**src/hw/rtl/tpmq_ram.sv**
```systemverilog
// Generic single-write, single-read synchronous RAM with registered read data.
// Standalone; used for every table of the path query block.
module tpmq_ram #(
  parameter int WIDTH = 8,
  parameter int DEPTH = 16
) (
  input  logic                     clk,
  input  logic                     we,
  input  logic [$clog2(DEPTH)-1:0] waddr,
  input  logic [WIDTH-1:0]         wdata,
  input  logic [$clog2(DEPTH)-1:0] raddr,
  output logic [WIDTH-1:0]         rdata
);

  logic [WIDTH-1:0] mem [DEPTH];

  always_ff @(posedge clk) begin
    if (we) begin
      mem[waddr] <= wdata;
    end
    rdata <= mem[raddr];
  end

endmodule

```
**config.mk**
```make
export PLATFORM = sky130hd
export DESIGN_NAME = tpmq_ram
export DESIGN_NICKNAME = d
export VERILOG_FILES = /design/src/hw/rtl/tpmq_ram.sv
export SDC_FILE = /design/constraint.sdc
export NUM_CORES = 1
export LEC_CHECK = 0
export BUFFER_PORTS_ARGS = -buffer_cell sky130_fd_sc_hd__buf_2
export CAP_MARGIN = 20
export CORE_ASPECT_RATIO = 0.5
export CORE_MARGIN = 1.5
export CORE_UTILIZATION = 37
export CTS_BUF_LIST = sky130_fd_sc_hd__clkbuf_4 sky130_fd_sc_hd__clkbuf_8 sky130_fd_sc_hd__clkbuf_16
export CTS_CLUSTER_SIZE = 16
export DETAILED_ROUTE_END_ITERATION = 12
export SLEW_MARGIN = 20
export SYNTH_ARGS = -nofsm -noshare
export SYNTH_HDL_FRONTEND = slang
export SYNTH_SLANG_ARGS = --single-unit
```
**constraint.sdc**
```tcl
create_clock -name clk -period 5.73 [get_ports clk]
set_input_delay 1.719 -clock clk [delete_from_list [all_inputs] [get_ports clk]]
set_output_delay 1.719 -clock clk [all_outputs]
set_load 0.005 [all_outputs]
```
== Word-level counts from Yosys, hierarchy flattened ==
Memory sizes are Yosys's and may differ from the RTL's. A register that Yosys moved wholly into a read port is not among the register bits.
Index checks and enable logic that the tools add are counted.
Operators by class
  muxes and demuxes: 2
Operators by type and width (count)
  two-way mux 1 bit: 2
Word-level totals
  RAM bits: 128
  flip-flop bits (word level): 0
  bits of input ports: 18
  output and inout bits: 8
  logic and storage cells: 3
  memories: 1
Memory list
  mem: depth 16, bits a word 8, read ports 1, clocked after Yosys merged registers in 1, write ports 1, RTL line 15  | logic [WIDTH-1:0] mem [DEPTH];

== Longest topological paths before layout ==
  word-level depth: 2
  gate-level depth with buffers: 5
  gate-level depth less buffers: 3

== Least setup slack after synthesis ==
Ideal clock, no wire load.
  path type: input port to flip-flop
  start: input waddr[2]
  end: memory mem[0][0], enable pin
  buffers on the path: 0
  setup slack: 2.518 ns
  setup time: 0.383 ns
  required time: 5.347 ns
  data arrival time: 2.829 ns
  stages on the path: 2
  cell sequence: or3b_2 -> nor3_1
RTL lines
  start, declared: RTL line 9  | input logic [$clog2(DEPTH)-1:0] waddr,
  end, declared: RTL line 15
Straight into the memory's write port.

==> flow_summary_export.csv <==
group,metric,value,unit
sta,rsz0062_at_grt,"false",
clocking,clkLatencyLatePin,410,ps
yosys,synth_cells,229,
clocking,clk_pin_slew,50,ps
clocking,ctsResizeCount,0,
placement,dpl.hpwl,6420,µm
yosys,synth_area_leader_cell,"edfxtp_1",
global_route,antenna_found_initial,0,
clocking,cts_sinks,136,
global_route,grt_pass1_wl,15500,µm
sta,clock_skew,5.05,ps
sta,finalCritPeriodShare,0.573,
yosys,yosys-top-cells-area,"edfxtp_1, mux4_2, mux4_1, dfxtp_1, a22oi_1",
yosys,synth-seq-area-share,0.778,
placement,dp.cells,440,
pwr,switching_share,0.179,
critical_path,path_max_fanout,22,
pwr,finalPower,2.42,mW
finish,n_antenna_cell,0,
pwr,p_int,1.99,mW
route,drt_iter0_markers,315,
min_path,min_from,"mem[15][2]$_DFFE_PP_",
yosys,syn_area_per_cell,22.5,µm²
global_route,grt_overflow_total,0,
sta,setup_ws,2440,ps
critical_path,cp.arrival,3570,ps
yosys,synth_seq_cells,136,
critical_path,start_kind,"input port",
route,vias_per_cell,5.09,
min_path,hold_end,"rdata[2]$_DFF_P_",
critical_path,cp-end-kind,"flop",
pwr,vdd_ir_drop_max,0.226,mV
critical_path,r2r_slack,4250,ps
finish,final_core_util,0.452,
sta,finalSetupViolations,0,
sta,timing.setup.tns,0,ps
sta,drv_slew,0,
min_path,hold_path_class,"reg2reg",
pwr,clkPwrFrac,0.497,
die,initial_core_util,0.380,
finish,final_nets,285,
pwr,power_density,396,nW/µm²
critical_path,crit_required,6010,ps
critical_path,crit_type,"in2reg",
clocking,cts_tree,"done",
yosys,synth.top_cell.area_share,0.747,
route,wl,10200,µm
route,firstDrtPassIters,4,
job,drv_cap,0,
clocking,cts_buffers,17,
pwr,power_leakage,2.05,nW
clocking,post_cts_buffers,0,
placement,io_buffers,25,
finish,final_cell_count_no_fill,472,
pwr,p_sw,0.434,mW
yosys,synthDistinctLibCells,19,
global_route,grt_pass1_vias,2479,
placement,gp_congestion,0.717,
clocking,htreeDepth,4,
global_route,gr-usage-all-layers,0.154,
pwr,combPwrFrac,0.041,
yosys,syn_nets,247,
sta,slew_headroom,0.318,
yosys,syn_area,5150,µm²
pwr,power.share.sequential,0.462,
yosys,yosysWarnings,0,
route,drt-wirelength-per-cell,21.5,µm
die,die_x,170,µm
placement,place_worst_setup_slack,1980,ps
clocking,cts_hold_buffers,0,
sta,worst-slew-pin-transition,1020,ps
route,vias,2402,
critical_path,reg2reg_depth,3,
global_route,grt_max_degree,33,
clocking,cts_buffer_depth,2,
min_path,holdPathStages,3,
finish,area_growth,19.0,%
critical_path,r2r_end,"rdata[4]$_DFF_P_",
outcome,outcome,"complete, no violations",
die,fp.coreArea,13600,µm²
placement,placedInstanceArea,5460,µm²
route,drc,0,
sta,holdWs,667,ps
sta,finalHoldViolCount,0,
die,rows,30,
die,die_y,86.4,µm
clocking,cts_root_buffer,"clkbuf_16",
die,die_area,14700,µm²
finish,drive_above_1_share,0.286,
route,ant_nets,0,
die,io_pins,26,
sta,fmax,304,MHz
sta,min_period,3290,ps
finish,fin_area,6120,µm²
critical_path,r2r-start,"mem[9][4]$_DFFE_PP_",
==> critical path: stages <==
cell and delay, ps:
buf_2 560, buf_4 380, mux4_2 550, a22oi_1 260, nand2_1 70
==> layout by cell type (no fill, tap or decap), types with 2 or more instances in the layout <==
cell type  synthesis  routed
nand2b_1           2       2
edfxtp_1         128     128
nor3_1             4       3
clkbuf_4           0       5
nand2_1            9       9
mux4_1            14      14
nor2_1            13      13
clkbuf_16          0      17
a22oi_1           16      16
bufinv_16          0       6
nand3b_1           2       2
mux4_2            18      18
dfxtp_1            8       8
buf_4              1       4
buf_2              3      25
clkinv_2           0       3
==> cell type report <==
cell class | instances | area, µm²
tap | 192 | 240
multi-input combinational | 83 | 1060
clock inverter | 10 | 199
timing repair buffer | 29 | 155
sequential | 136 | 4000
fill | 1107 | 7430
clock buffer | 22 | 463
==> sequential cells by signal, indices dropped and copies added (netlist names) <==
name and cells:
rdata 8, mem 128
==> worst max-delay path by stage <==
stage	start	to	slack, ps
2_1_floorplan	waddr[2]	mem[0][0]$_DFFE_PP_	2520
3_3_place_gp	waddr[2]	mem[0][0]$_DFFE_PP_	1980
3_5_place_dp	raddr[0]	rdata[6]$_DFF_P_	1980
4_1_cts	raddr[0]	rdata[6]$_DFF_P_	2400
5_1_grt	raddr[0]	rdata[6]$_DFF_P_	2330
6_report	raddr[0]	rdata[6]$_DFF_P_	2440
==> metal layers <==
metal	global-route usage	vias up	routed length [µm]
li1	-	1052	-
met5	0	-	0
met4	0.0499	0	150
met2	0.229	83	4730
met1	0.214	1253	4600
met3	0.0521	14	681
==> power groups by stage <==
stage	Clock [mW]	Sequential [mW]	Combinational [mW]
2_1_floorplan	0	1.14	0.0565
3_3_place_gp	0	1.14	0.0954
3_5_place_dp	0	1.14	0.100
4_1_cts	1.22	1.12	0.101
5_1_grt	1.27	1.12	0.108
6_report	1.20	1.12	0.0991
==> cells in the mapped netlist, drive strengths merged <==
cell           number
nand2b              2
nand3b              2
edfxtp            128
mux4               32
dfxtp               8
nand3               1
nor3                4
and2                1
nor2b               1
buf                 7
a22oi              16
nand2               9
clkdlybuf4s25       3
nor2               13
or3b                1
and2b               1
==> logic make-up after synthesis <==
logic type,synth area share
compound gates,0.0233
buf+inv,0.0168
flops,0.778
mux,0.150
simple gates,0.0318
No activity file was read; power rests on OpenSTA's default activity.
